## src/mscg_pkg.sv

```systemverilog
// ----------------------------------------------------------------------------
// mscg_pkg: shared types and constants of the color gradient
// Field widths, stop word layout, register indexes and divider sizing.
// ----------------------------------------------------------------------------
package mscg_pkg;

    localparam int POS_W         = 16;
    localparam int STOP_POS_W    = 15;
    localparam int CHAN_W        = 8;
    localparam int NUM_CHAN      = 3;
    localparam int STOP_W        = STOP_POS_W + NUM_CHAN * CHAN_W;
    localparam int STOP_CNT_W    = 3;
    localparam int NUM_STOP_REGS = 6;

    localparam int CFG_IDX_W  = 4;
    localparam int CFG_DATA_W = STOP_W;

    localparam logic [CFG_IDX_W-1:0] REG_INTERP_MODE = 4'd0;
    localparam logic [CFG_IDX_W-1:0] REG_STOP_COUNT  = 4'd1;
    localparam logic [CFG_IDX_W-1:0] REG_STOP_FIRST  = 4'd2;

    localparam logic [STOP_CNT_W-1:0] MIN_STOPS = 3'd2;
    localparam logic [STOP_POS_W-1:0] FULL_SCALE = 15'd25600;

    // numerator of the interpolation: color times position span
    localparam int NUM_W      = CHAN_W + STOP_POS_W;
    localparam int DIV_BITS   = 2;
    localparam int DIV_STAGES = CHAN_W / DIV_BITS;
    localparam int QUO_MSB    = CHAN_W - 1;

    typedef enum logic {
        MODE_LINEAR = 1'b0,
        MODE_STAIRS = 1'b1
    } interp_mode_t;

    typedef logic [STOP_W-1:0]     stop_word_t;
    typedef logic [STOP_POS_W-1:0] spos_t;
    typedef logic [CHAN_W-1:0]     chan_t;
    typedef logic [NUM_W-1:0]      num_t;
    typedef chan_t [NUM_CHAN-1:0]  rgb_t;

    typedef struct packed {
        num_t [NUM_CHAN-1:0] num;
        spos_t               den;
    } div_req_t;

    localparam stop_word_t STOP1_RESET = 39'h00_00FF_FFFF;
    localparam stop_word_t STOP2_RESET = {FULL_SCALE, 24'h00_0000};

    function automatic spos_t stop_pos(input stop_word_t w);
        return w[STOP_W-1 -: STOP_POS_W];
    endfunction

    // channel 0 is red, in the top byte of the color field
    function automatic chan_t stop_chan(input stop_word_t w, input int ch);
        return w[(NUM_CHAN - 1 - ch) * CHAN_W +: CHAN_W];
    endfunction

endpackage

```

## src/mscg_pos_if.sv

```systemverilog
// ----------------------------------------------------------------------------
// mscg_pos_if: position channel
// Valid/ready channel that carries one gradient position per transaction.
// ----------------------------------------------------------------------------
interface mscg_pos_if;
    import mscg_pkg::*;

    logic                    valid;
    logic                    ready;
    logic signed [POS_W-1:0] grad_pos;

    modport source (output valid, output grad_pos, input ready);
    modport sink   (input valid, input grad_pos, output ready);
endinterface

```

## src/mscg_rgb_if.sv

```systemverilog
// ----------------------------------------------------------------------------
// mscg_rgb_if: color channel
// Valid/ready channel that carries one RGB color per transaction.
// ----------------------------------------------------------------------------
interface mscg_rgb_if;
    import mscg_pkg::*;

    logic              valid;
    logic              ready;
    logic [CHAN_W-1:0] red_out;
    logic [CHAN_W-1:0] green_out;
    logic [CHAN_W-1:0] blue_out;

    modport source (output valid, output red_out, output green_out, output blue_out,
                    input ready);
    modport sink   (input valid, input red_out, input green_out, input blue_out,
                    output ready);
endinterface

```

## src/mscg_div.sv

```systemverilog
// ----------------------------------------------------------------------------
// mscg_div: pipelined three-channel divider
// Restoring division, DIV_BITS quotient bits per stage, 8-bit quotient.
// ----------------------------------------------------------------------------
module mscg_div (
    input  logic               clk,
    input  logic               rst_n,
    input  logic               in_valid,
    output logic               in_ready,
    input  mscg_pkg::div_req_t req,
    output logic               out_valid,
    input  logic               out_ready,
    output mscg_pkg::rgb_t     quo
);
    import mscg_pkg::*;

    logic                vld_reg [DIV_STAGES];
    num_t [NUM_CHAN-1:0] rem_reg [DIV_STAGES];
    rgb_t                quo_reg [DIV_STAGES];
    spos_t               den_reg [DIV_STAGES];
    wire [DIV_STAGES:0]  rdy;

    assign rdy[DIV_STAGES] = out_ready;

    for (genvar s = 0; s < DIV_STAGES; s++) begin : g_stage
        logic                src_vld;
        num_t [NUM_CHAN-1:0] src_rem;
        rgb_t                src_quo;
        spos_t               src_den;
        num_t [NUM_CHAN-1:0] rem_next;
        rgb_t                quo_next;

        if (s == 0) begin : g_first
            assign src_vld = in_valid;
            assign src_rem = req.num;
            assign src_quo = '0;
            assign src_den = req.den;
        end else begin : g_rest
            assign src_vld = vld_reg[s-1];
            assign src_rem = rem_reg[s-1];
            assign src_quo = quo_reg[s-1];
            assign src_den = den_reg[s-1];
        end

        assign rdy[s] = !vld_reg[s] || rdy[s+1];

        // subtract the shifted divisor where it fits, one quotient bit per step
        always_comb
        begin
            logic [NUM_W:0] trial;
            rem_next = src_rem;
            quo_next = src_quo;
            trial    = '0;
            for (int ch = 0; ch < NUM_CHAN; ch++)
            begin
                for (int j = 0; j < DIV_BITS; j++)
                begin
                    trial = (NUM_W + 1)'(src_den) << (QUO_MSB - s * DIV_BITS - j);
                    if ({1'b0, rem_next[ch]} >= trial)
                    begin
                        rem_next[ch] = rem_next[ch] - trial[NUM_W-1:0];
                        quo_next[ch][QUO_MSB - s * DIV_BITS - j] = 1'b1;
                    end
                end
            end
        end

        always_ff @(posedge clk or negedge rst_n)
        begin
            if (!rst_n)
                vld_reg[s] <= 1'b0;
            else if (rdy[s])
                vld_reg[s] <= src_vld;
        end

        always_ff @(posedge clk)
        begin
            if (rdy[s])
            begin
                rem_reg[s] <= rem_next;
                quo_reg[s] <= quo_next;
                den_reg[s] <= src_den;
            end
        end
    end

    assign in_ready  = rdy[0];
    assign out_valid = vld_reg[DIV_STAGES-1];
    assign quo       = quo_reg[DIV_STAGES-1];

endmodule

```

## src/multi_stop_color_gradient.sv

```systemverilog
// ----------------------------------------------------------------------------
// multi_stop_color_gradient: piecewise linear colormap over up to six stops
// Maps a signed position (1/256 percent) to an RGB color, one per clock while color.ready holds.
// ----------------------------------------------------------------------------
// Usage:
//   sample  - position channel; one transaction carries grad_pos.
//   color   - color channel; one transaction carries red/green/blue.
//   cfg_*   - register writes (mode, stop count, stop words); write only
//             while no position is in flight.
// Throughput: one position per cycle while color.ready holds. Path: sample
//   to color.valid runs through eight register stages, the first loaded at the
//   accepting edge on sample: the four front stages (capture, stop search,
//   span setup, multiply) plus the four-stage divider that retires two
//   quotient bits per stage.
// Stall: every stage holds its own valid bit; a stage that holds data and
//   cannot pass it on stalls, empty stages keep filling, so sample.ready
//   stays high until the whole pipe is full behind a stalled color channel.
// Reset: all valid bits clear, mode is linear, two stops from white at 0 to
//   black at 100 percent.
// ----------------------------------------------------------------------------
module multi_stop_color_gradient #(
    parameter int MAX_STOPS = 6
) (
    input  logic                            clk,
    input  logic                            rst_n,
    input  logic                            cfg_wr_en,
    input  logic [mscg_pkg::CFG_IDX_W-1:0]  cfg_index,
    input  logic [mscg_pkg::CFG_DATA_W-1:0] cfg_data,
    mscg_pos_if.sink                        sample,
    mscg_rgb_if.source                      color
);
    import mscg_pkg::*;

    localparam int IDX_W = $clog2(MAX_STOPS);

    // ------------------------------------------------------------------
    // Configuration registers
    // ------------------------------------------------------------------
    interp_mode_t            mode_reg;
    logic [STOP_CNT_W-1:0]   count_reg;
    stop_word_t              stop_reg [MAX_STOPS];
    logic [STOP_CNT_W-1:0]   n_used;

    always_ff @(posedge clk or negedge rst_n)
    begin
        if (!rst_n)
        begin
            mode_reg  <= MODE_LINEAR;
            count_reg <= MIN_STOPS;
            for (int i = 0; i < MAX_STOPS; i++)
                stop_reg[i] <= (i == 0) ? STOP1_RESET : ((i == 1) ? STOP2_RESET : '0);
        end
        else if (cfg_wr_en)
        begin
            case (cfg_index)
                REG_INTERP_MODE: mode_reg  <= interp_mode_t'(cfg_data[0]);
                REG_STOP_COUNT:  count_reg <= cfg_data[STOP_CNT_W-1:0];
                default:
                begin
                    // stop words beyond MAX_STOPS and unknown indexes are dropped
                    for (int i = 0; i < MAX_STOPS; i++)
                        if (cfg_index == CFG_IDX_W'(int'(REG_STOP_FIRST) + i))
                            stop_reg[i] <= cfg_data;
                end
            endcase
        end
    end

    // clamp the stop count into 2..MAX_STOPS
    always_comb
    begin
        if (count_reg < MIN_STOPS)
            n_used = MIN_STOPS;
        else if (count_reg > STOP_CNT_W'(MAX_STOPS))
            n_used = STOP_CNT_W'(MAX_STOPS);
        else
            n_used = count_reg;
    end

    // ------------------------------------------------------------------
    // Stage 1: capture the position
    // ------------------------------------------------------------------
    logic                    s1_vld_reg;
    logic signed [POS_W-1:0] s1_pos_reg;
    logic                    s1_rdy;
    logic                    s2_rdy;
    logic                    s3_rdy;
    logic                    s4_rdy;
    logic                    div_rdy;

    assign s1_rdy       = !s1_vld_reg || s2_rdy;
    assign sample.ready = s1_rdy;

    always_ff @(posedge clk or negedge rst_n)
    begin
        if (!rst_n)
            s1_vld_reg <= 1'b0;
        else if (s1_rdy)
            s1_vld_reg <= sample.valid;
    end

    always_ff @(posedge clk)
    begin
        if (s1_rdy)
            s1_pos_reg <= sample.grad_pos;
    end

    // ------------------------------------------------------------------
    // Stage 2: compare against every stop and pick the segment.
    // seg selects stop[seg] as the upper stop; direct means that stop's
    // color is the answer, otherwise interpolate from stop[seg-1].
    // ------------------------------------------------------------------
    logic             s2_vld_reg;
    logic [IDX_W-1:0] s2_seg_reg;
    logic             s2_direct_reg;
    spos_t            s2_up_reg;
    logic [IDX_W-1:0] seg_next;
    logic             direct_next;
    spos_t            up;

    assign s2_rdy = !s2_vld_reg || s3_rdy;
    assign up     = s1_pos_reg[STOP_POS_W-1:0];

    always_comb
    begin
        logic             is_low;
        logic             is_high;
        logic             found;
        logic             hit;
        logic [IDX_W-1:0] hi_idx;
        logic [IDX_W-1:0] stair_idx;
        logic [IDX_W-1:0] last_idx;

        is_low    = (s1_pos_reg <= 0);
        is_high   = !s1_pos_reg[POS_W-1] && (up >= FULL_SCALE);
        last_idx  = IDX_W'(n_used - 3'd1);

        // first used stop at or above the position, scanned from the top down
        found  = 1'b0;
        hit    = 1'b0;
        hi_idx = '0;
        for (int i = MAX_STOPS - 1; i >= 0; i--)
        begin
            if (i < int'(n_used) && stop_pos(stop_reg[i]) >= up)
            begin
                found  = 1'b1;
                hit    = (stop_pos(stop_reg[i]) == up);
                hi_idx = IDX_W'(i);
            end
        end

        // last used stop at or below the position
        stair_idx = '0;
        for (int i = 0; i < MAX_STOPS; i++)
            if (i < int'(n_used) && stop_pos(stop_reg[i]) <= up)
                stair_idx = IDX_W'(i);

        if (is_low)
        begin
            seg_next    = '0;
            direct_next = 1'b1;
        end
        else if (is_high)
        begin
            seg_next    = last_idx;
            direct_next = 1'b1;
        end
        else if (mode_reg == MODE_STAIRS)
        begin
            seg_next    = stair_idx;
            direct_next = 1'b1;
        end
        else if (!found)
        begin
            seg_next    = last_idx;
            direct_next = 1'b1;
        end
        else
        begin
            // an exact hit or a position below the first stop takes its color
            seg_next    = hi_idx;
            direct_next = hit || (hi_idx == '0);
        end
    end

    always_ff @(posedge clk or negedge rst_n)
    begin
        if (!rst_n)
            s2_vld_reg <= 1'b0;
        else if (s2_rdy)
            s2_vld_reg <= s1_vld_reg;
    end

    always_ff @(posedge clk)
    begin
        if (s2_rdy)
        begin
            s2_seg_reg    <= seg_next;
            s2_direct_reg <= direct_next;
            s2_up_reg     <= up;
        end
    end

    // ------------------------------------------------------------------
    // Stage 3: fetch the stop pair and form the two spans.
    // A direct color becomes c0 over a span of one, so the divider
    // passes it through unchanged.
    // ------------------------------------------------------------------
    logic [2*STOP_W-1:0] seg_pair [MAX_STOPS];
    logic [2*STOP_W-1:0] pair_sel;
    stop_word_t          lo_word;
    stop_word_t          hi_word;
    logic                s3_vld_reg;
    rgb_t                s3_c0_reg;
    rgb_t                s3_c1_reg;
    spos_t               s3_d0_reg;
    spos_t               s3_d1_reg;
    rgb_t                c0_next;
    rgb_t                c1_next;
    spos_t               d0_next;
    spos_t               d1_next;

    for (genvar i = 0; i < MAX_STOPS; i++) begin : g_pair
        assign seg_pair[i] = {stop_reg[(i == 0) ? 0 : i - 1], stop_reg[i]};
    end

    assign s3_rdy   = !s3_vld_reg || s4_rdy;
    assign pair_sel = seg_pair[s2_seg_reg];
    assign lo_word  = pair_sel[2*STOP_W-1:STOP_W];
    assign hi_word  = pair_sel[STOP_W-1:0];

    always_comb
    begin
        for (int ch = 0; ch < NUM_CHAN; ch++)
        begin
            c1_next[ch] = stop_chan(hi_word, ch);
            c0_next[ch] = s2_direct_reg ? stop_chan(hi_word, ch) : stop_chan(lo_word, ch);
        end
        if (s2_direct_reg)
        begin
            d1_next = spos_t'(1);
            d0_next = '0;
        end
        else
        begin
            d1_next = stop_pos(hi_word) - s2_up_reg;
            d0_next = s2_up_reg - stop_pos(lo_word);
        end
    end

    always_ff @(posedge clk or negedge rst_n)
    begin
        if (!rst_n)
            s3_vld_reg <= 1'b0;
        else if (s3_rdy)
            s3_vld_reg <= s2_vld_reg;
    end

    always_ff @(posedge clk)
    begin
        if (s3_rdy)
        begin
            s3_c0_reg <= c0_next;
            s3_c1_reg <= c1_next;
            s3_d0_reg <= d0_next;
            s3_d1_reg <= d1_next;
        end
    end

    // ------------------------------------------------------------------
    // Stage 4: weighted sum c0*(p1-p) + c1*(p-p0) over span p1-p0
    // ------------------------------------------------------------------
    logic                  s4_vld_reg;
    div_req_t              s4_req_reg;
    div_req_t              req_next;
    logic [STOP_POS_W:0]   span;
    rgb_t                  quo;

    assign s4_rdy = !s4_vld_reg || div_rdy;
    assign span   = {1'b0, s3_d0_reg} + {1'b0, s3_d1_reg};

    always_comb
    begin
        for (int ch = 0; ch < NUM_CHAN; ch++)
            req_next.num[ch] = num_t'(s3_c0_reg[ch]) * num_t'(s3_d1_reg)
                             + num_t'(s3_c1_reg[ch]) * num_t'(s3_d0_reg);
        req_next.den = span[STOP_POS_W-1:0];
    end

    always_ff @(posedge clk or negedge rst_n)
    begin
        if (!rst_n)
            s4_vld_reg <= 1'b0;
        else if (s4_rdy)
            s4_vld_reg <= s3_vld_reg;
    end

    always_ff @(posedge clk)
    begin
        if (s4_rdy)
            s4_req_reg <= req_next;
    end

    // ------------------------------------------------------------------
    // Stages 5 to 8: divide; the last divider stage is the output register
    // ------------------------------------------------------------------
    mscg_div u_div (
        .clk       (clk),
        .rst_n     (rst_n),
        .in_valid  (s4_vld_reg),
        .in_ready  (div_rdy),
        .req       (s4_req_reg),
        .out_valid (color.valid),
        .out_ready (color.ready),
        .quo       (quo)
    );

    assign color.red_out   = quo[0];
    assign color.green_out = quo[1];
    assign color.blue_out  = quo[2];

    // ------------------------------------------------------------------
    // Assertions
    // ------------------------------------------------------------------
    a_s1_hold: assert property (@(posedge clk) disable iff (!rst_n)
        s1_vld_reg && !s2_rdy |=> s1_vld_reg && $stable(s1_pos_reg))
        else $error("stage 1 lost or changed a stalled position");

    a_seg_used: assert property (@(posedge clk) disable iff (!rst_n)
        s2_vld_reg |-> (STOP_CNT_W'(s2_seg_reg) < n_used))
        else $error("selected stop is not in use");

    a_interp_pred: assert property (@(posedge clk) disable iff (!rst_n)
        s2_vld_reg && !s2_direct_reg |-> s2_seg_reg != '0)
        else $error("interpolation without a lower stop");

    a_span_nonzero: assert property (@(posedge clk) disable iff (!rst_n)
        s3_vld_reg |-> span != '0)
        else $error("zero interpolation span");

    a_quo_fits: assert property (@(posedge clk) disable iff (!rst_n)
        s4_vld_reg |-> (s4_req_reg.num[0] >> CHAN_W) < num_t'(s4_req_reg.den))
        else $error("red quotient would not fit in a channel");

endmodule
```

## src/flat_wrapper.sv

```systemverilog
// flat-port wrapper written by rule: the top's interface ports become plain ports
module multi_stop_color_gradient_flat import mscg_pkg::*;
#(
    parameter int MAX_STOPS = 6
)
  (clk, rst_n, cfg_wr_en, cfg_index, cfg_data, sample_valid, sample_grad_pos, sample_ready, color_valid, color_red_out, color_green_out, color_blue_out, color_ready);
  mscg_pos_if sample_i ();
  mscg_rgb_if color_i ();
  input  logic clk;
  input  logic rst_n;
  input  logic cfg_wr_en;
  input  logic [mscg_pkg::CFG_IDX_W-1:0] cfg_index;
  input  logic [mscg_pkg::CFG_DATA_W-1:0] cfg_data;
  input wire logic [$bits(sample_i.valid)-1:0] sample_valid;
  input wire logic [$bits(sample_i.grad_pos)-1:0] sample_grad_pos;
  output wire logic [$bits(sample_i.ready)-1:0] sample_ready;
  output wire logic [$bits(color_i.valid)-1:0] color_valid;
  output wire logic [$bits(color_i.red_out)-1:0] color_red_out;
  output wire logic [$bits(color_i.green_out)-1:0] color_green_out;
  output wire logic [$bits(color_i.blue_out)-1:0] color_blue_out;
  input wire logic [$bits(color_i.ready)-1:0] color_ready;
  assign sample_i.valid = sample_valid;
  assign sample_i.grad_pos = sample_grad_pos;
  assign sample_ready = sample_i.ready;
  assign color_valid = color_i.valid;
  assign color_red_out = color_i.red_out;
  assign color_green_out = color_i.green_out;
  assign color_blue_out = color_i.blue_out;
  assign color_i.ready = color_ready;
  multi_stop_color_gradient #(.MAX_STOPS(MAX_STOPS)) u_core (.clk(clk), .rst_n(rst_n), .cfg_wr_en(cfg_wr_en), .cfg_index(cfg_index), .cfg_data(cfg_data), .sample(sample_i), .color(color_i));
endmodule
```

## config.mk

```make
export PLATFORM = sky130hd
export DESIGN_NAME = multi_stop_color_gradient_flat
export DESIGN_NICKNAME = d
export VERILOG_FILES = /design/src/mscg_pkg.sv /design/src/mscg_pos_if.sv /design/src/mscg_rgb_if.sv /design/src/mscg_div.sv /design/src/multi_stop_color_gradient.sv /design/src/flat_wrapper.sv
export SDC_FILE = /design/constraint.sdc
export NUM_CORES = 2
export LEC_CHECK = 0
export BUFFER_PORTS_ARGS = -buffer_cell sky130_fd_sc_hd__buf_2
export CORE_MARGIN = 2
export CORE_UTILIZATION = 50
export CTS_CLUSTER_SIZE = 30
export DETAILED_ROUTE_END_ITERATION = 12
export PLACE_DENSITY = 0.66
export SKIP_LAST_GASP = 1
export SLEW_MARGIN = 25
export SYNTH_ARGS = -nofsm -noshare
export SYNTH_HDL_FRONTEND = slang
export SYNTH_SLANG_ARGS = --single-unit
```

## constraint.sdc

```tcl
create_clock -name clk -period 13.4 [get_ports clk]
set_input_delay 2.68 -clock clk [delete_from_list [all_inputs] [get_ports clk]]
set_output_delay 2.68 -clock clk [all_outputs]
set_load 0.02 [all_outputs]
```

[Word-level counts from Yosys, hierarchy flattened]
Memory sizes are Yosys's and may differ from the RTL's.
Cells that the tools add are included.
Operators by class
  add/subtract/negate cells: 31
  multiply operators: 6
  order comparisons: 46
  eq/ne operators: 13
  muxes and demuxes: 90
  bitwise operators: 3
  reductions and logical operators: 42
Operators with widths (count)
  $mux W23: 24
  $bmux W78 S3: 1
  $mux W78: 2
  $mul A8 B15 Y23: 6
  $eq A15 B15 Y1: 6
  $ge A15 B15 Y1: 6
  $le A15 B15 Y1: 5
  $add A23 B23 Y23: 3
  $ge A23 B15 Y1: 3
  $ge A23 B16 Y1: 3
  $ge A23 B17 Y1: 3
  $ge A23 B18 Y1: 3
  $ge A23 B19 Y1: 3
  $ge A23 B20 Y1: 3
  $ge A23 B21 Y1: 3
  $ge A23 B22 Y1: 3
  $sub A23 B15 Y23: 3
  $sub A23 B16 Y23: 3
  $sub A23 B17 Y23: 3
  $sub A23 B18 Y23: 3
  $sub A23 B19 Y23: 3
  $sub A23 B20 Y23: 3
  $sub A23 B21 Y23: 3
  $sub A23 B22 Y23: 3
  29 further kinds: 130
Storage, ports and cells
  register bits: 443
  bits in writable memories: 432
  input bits: 64
  output and inout port bits: 26
  logic and storage cells: 266
  memories kept: 3
Memories
  u_core.u_div.rem_reg: words 4, width 69, read ports 3, clocked after memory_dff 0, write ports 4, line mscg_div.sv:18  | num_t [NUM_CHAN-1:0] rem_reg [DIV_STAGES];
  u_core.u_div.quo_reg: words 4, width 24, read ports 4, clocked after memory_dff 0, write ports 4, line mscg_div.sv:19  | rgb_t quo_reg [DIV_STAGES];
  u_core.u_div.den_reg: words 4, width 15, read ports 3, clocked after memory_dff 0, write ports 4, line mscg_div.sv:20  | spos_t den_reg [DIV_STAGES];

[Longest topological paths before layout]
  depth after elaboration: 14
  gate-level depth with buffers: 27
  depth with buffers taken out: 25

[Hierarchy]
Synthesis repeated with hierarchy kept, for this count alone.
Unflattened totals
  cell total of the unflattened synthesis: 7584
  area total of the unflattened synthesis: 75667.6 sq um
Modules (own cells, without submodules)
  multi_stop_color_gradient: instances 1, cells each 4305, area each 45304.7 sq um, sequential area each 12006.5 sq um
  mscg_div: instances 1, cells each 3279, area each 30362.9 sq um, sequential area each 9469.1 sq um

[Least setup slack after synthesis]
No wires, ideal clock.
  path type: input -> output
  start point: input port color_ready
  end point: output port sample_ready
  arrival: 8.968 ns
  data required time: 10.720 ns
  setup slack: 1.752 ns
  stages on the path: 6
  path buffers: 0
  cell sequence: nor2b_1 nand3_1 nor2_1 nand3_1 inv_1 nand3_1
On the way
  cells in the longest elaborated chain, start to end: 8
Ends and longest elaborated chain
  start: declaration: line flat_wrapper.sv:21  | input wire logic [$bits(color_i.ready)-1:0] color_ready;
  $logic_or A1 B1 Y1 (3 in a row): line mscg_div.sv:45  | assign rdy[s] = !vld_reg[s] || rdy[s+1];
  named net u_core.u_div.rdy[1]: line mscg_div.sv:21  | wire [DIV_STAGES:0] rdy;
  $logic_or A1 B1 Y1: line mscg_div.sv:45
  $logic_or A1 B1 Y1: line multi_stop_color_gradient.sv:279  | assign s4_rdy = !s4_vld_reg || div_rdy;
  $logic_or A1 B1 Y1: line multi_stop_color_gradient.sv:227  | assign s3_rdy = !s3_vld_reg || s4_rdy;
  named net u_core.s3_rdy: line multi_stop_color_gradient.sv:87  | logic s3_rdy;
  $logic_or A1 B1 Y1: line multi_stop_color_gradient.sv:121  | assign s2_rdy = !s2_vld_reg || s3_rdy;
  $logic_or A1 B1 Y1: line multi_stop_color_gradient.sv:91  | assign s1_rdy = !s1_vld_reg || s2_rdy;
  end: declaration: line flat_wrapper.sv:16  | output wire logic [$bits(sample_i.ready)-1:0] sample_ready;
The timed path passes the listed nets, and every way through them passes these cells.

[Final worst setup path]
Ends and elaborated chain as after synthesis.

==> metrics <==
run status=finished, final reports clean; Sink Count=roughly 760; pre-CTS WS=5.544 ns; Setup Viol. Count Final=0; floorplan core area=between 100000 and 150000 um^2; mean instance size in the synthesized netlist=9.897 um^2; number of levels the H-tree was split into=3; GPL Wtd Cong=about 0.94; wire length after detailed routing=about 190000 um; Starting Density=50.35%; number of enable flip-flop cells after synthesis=between 500 and 600; top_reg_cell synth=sky130_fd_sc_hd__edfxtp_1; share of layout cells above drive strength 1=between 10% and 20%; distinct cell type count of the synthesized netlist=~100; Core Util, Final=54.20%; nets=approximately 9000; initial antenna violation count=5; average detailed-routed wire length per instance=approximately 20 um; worst path cell trace=buf_2 -> nor2b_1 -> nand3_4 -> nor2_1 -> nand3_4 -> inv_1 -> nand3_1 -> buf_4 -> buf_2; share of synthesized flip-flops with an asynchronous set or reset=about a third; Largest register FFs=about 230; number of resized instances in the post-cts repair step=0; most used cells in the layout excluding fill and tap cells=sky130_fd_sc_hd__inv_1, sky130_fd_sc_hd__nand2_1, sky130_fd_sc_hd__ha_1, sky130_fd_sc_hd__fa_1, sky130_fd_sc_hd__edfxtp_1; unrepaired setup endpoints after global routing=no; number of max-slew violations in the final report=0; placed wire-length estimate=around 150000 um; Crit Path Category=in2out; placed cells=9554; number of standard cells after synthesis=~7600; DR pass1 iterations=6; most common cell after layout, fill and taps aside=sky130_fd_sc_hd__inv_1; Period Utilization, post-route=roughly three fifths; first-pass GRT wire length=around 310000 um; worst-case clock buffer depth=3; max-capacitance violation count=0; GRT overflow=0; number of clock buffers inserted by TritonCTS=90; total of warnings raised by yosys=0; type of destination of the critical path=output pin; Clk pin slew, worst setup/hold paths=0.06 ns; Via Count=55440; sort of element at the start of the critical path=input pin; # rows=about 140; First DRT Iteration DRCs=~3200; sequential cell area in the final layout=roughly 21000 um^2; synthesized area=75500 um^2; final hold violation count=0; count of port buffers added during placement=89; Die Height=just under 400 um; master of the slowest instance on the critical path=sky130_fd_sc_hd__nor2_1; Relative slew margins=~28%; ratio of routed vias to standard cells=5.700; Post-CTS Setup Inserts=0; number of storage elements in the synthesis netlist=around 760; achievable clock frequency=around 130 MHz; CTS tree=yes; area of the multi-input gates=49640 um^2; die footprint=~150000 um^2; hold-fix buffers at CTS=0; worst-path maximum fanout=26; slew of the pin with the lowest slew margin=between 1 and 1.5 ns; register area share after synthesis=approximately 28%; final instance count without filler cells=between 9000 and 10000; boundary pin count=90; largest delay contributor family on the critical path=simple AND/OR/NAND/NOR gates; number of global-route vias before repair=56750; width of the chip=approximately 390 um; setup skew after layout=0.05939 ns; # DRC=0; slowest cell delay on critical path=between 0.5 and 0.6 ns; clock insertion delay at the later pin of the skew report=0.72 ns; setup tns final=0 ns; arrival time at the worst endpoint=between 5 and 6 ns; number of buffers and inverters on the critical path=4; post-layout worst setup margin=about 5.5 ns; syn_nets=9004; time the worst path needs with I/O delays and setup=approximately 8 ns; DRT antenna net count=0; WP data required=10.72 ns; P&R area growth vs syn=7.645%; Total Routing Usage GR=25.64%; largest net degree at the start of global routing=~90; Hold Crit Class=reg2reg; fill cell total of the finished layout=between 10000 and 15000; root buffer selected by CTS=sky130_fd_sc_hd__clkbuf_16
## path summary, 6_finish.rpt
kind                       slack (ns)  cells after the start                     endpoint                         from
max                              5.51                      9                 sample_ready                  color_ready
min                              0.40                      0  u_core.u_div.quo_reg[2][13]  u_core.u_div.quo_reg[1][13]
max reg2reg                      6.00                     21  u_core.u_div.rem_reg[0][43]         u_core.s4_req_reg[1]
min reg2reg                      0.40                      0  u_core.u_div.quo_reg[2][13]  u_core.u_div.quo_reg[1][13]
max in group asynchronous        9.50                      3         u_core.seg_pair[121]                        rst_n
min in group asynchronous        2.01                      1          u_core.seg_pair[75]                        rst_n
## cells by family after synthesis
logic type	synth area share [%]
compound gates	11.68
xor+xnor	4.060
fa+ha+maj	27.75
buf+inv	5.948
flops	28.44
mux	8.302
simple gates	13.81
## layout make-up
cell class | count | area share, %
multi-input cells | 5687 | 61.07
flip-flops and latches | 755 | 26.42
inverters | 939 | 4.338
well taps | 2016 | 3.104
clock buffers | 109 | 2.999
repair buffers | 159 | 1.259
clock inverters | 60 | 0.8021
diodes | 1 | 0.003079
## cells in the mapped netlist, types with 81 or more instances
master	count	area, um^2
sky130_fd_sc_hd__inv_1	934	3506
sky130_fd_sc_hd__nand2_1	754	2830
sky130_fd_sc_hd__ha_1	705	8821
sky130_fd_sc_hd__fa_1	606	12130
sky130_fd_sc_hd__edfxtp_1	509	15280
sky130_fd_sc_hd__a21oi_1	398	1992
sky130_fd_sc_hd__and2_1	372	2327
sky130_fd_sc_hd__nor2_1	364	1366
sky130_fd_sc_hd__mux2_2	357	4020
sky130_fd_sc_hd__o21ai_0	345	1727
sky130_fd_sc_hd__xnor2_1	231	2023
sky130_fd_sc_hd__dfrtp_1	218	5455
sky130_fd_sc_hd__clkbuf_1	208	780.8
sky130_fd_sc_hd__a21o_1	161	1209
sky130_fd_sc_hd__mux2i_1	126	1261
sky130_fd_sc_hd__xor2_1	119	1042
sky130_fd_sc_hd__nor3_1	97	485.5
sky130_fd_sc_hd__nor2b_1	81	506.7
## per-layer routing
metal	share of wire (%)	wire, um	GRT usage (%)
met1	42	82080	32.16
met2	49	94980	44.68
met3	4.3	8344	3.131
met4	4.5	8745	10.64
met5	0.028	55	0
## worst reg2reg max path, cell delays in order, from the launching register on
cell and delay (ns):
sky130_fd_sc_hd__edfxtp_1 0.64, sky130_fd_sc_hd__inv_1 0.44, sky130_fd_sc_hd__fa_1 0.57, sky130_fd_sc_hd__a21o_1 0.17, sky130_fd_sc_hd__a21oi_1 0.26, sky130_fd_sc_hd__o21ai_0 0.16, sky130_fd_sc_hd__a31oi_1 0.28, sky130_fd_sc_hd__o211ai_1 0.16
sky130_fd_sc_hd__nand2_1 0.52, sky130_fd_sc_hd__inv_2 0.20, sky130_fd_sc_hd__o21ai_0 0.42, sky130_fd_sc_hd__inv_1 0.09, sky130_fd_sc_hd__ha_1 0.30, sky130_fd_sc_hd__nor2b_1 0.13, sky130_fd_sc_hd__o21ai_0 0.24, sky130_fd_sc_hd__a21oi_1 0.14
sky130_fd_sc_hd__o22ai_1 0.20, sky130_fd_sc_hd__o21ai_0 0.19, sky130_fd_sc_hd__and2_1 0.22, sky130_fd_sc_hd__o41ai_1 0.51, sky130_fd_sc_hd__nand3b_1 0.76, sky130_fd_sc_hd__mux2_1 0.57
## metrics by stage
step                      instance area [um^2]  hold slack [ns]
after floorplan                          75500           0.4003
final                                    81270           0.4036
after global routing                     81270           0.4164
after CTS                                81210           0.4092
after global placement                   78120           0.4033
after detailed placement                 78120           0.4045
Power is left out: the tool's default activity adds up to more than one toggle a clock period on the data nets, which glitch-free logic cannot reach.
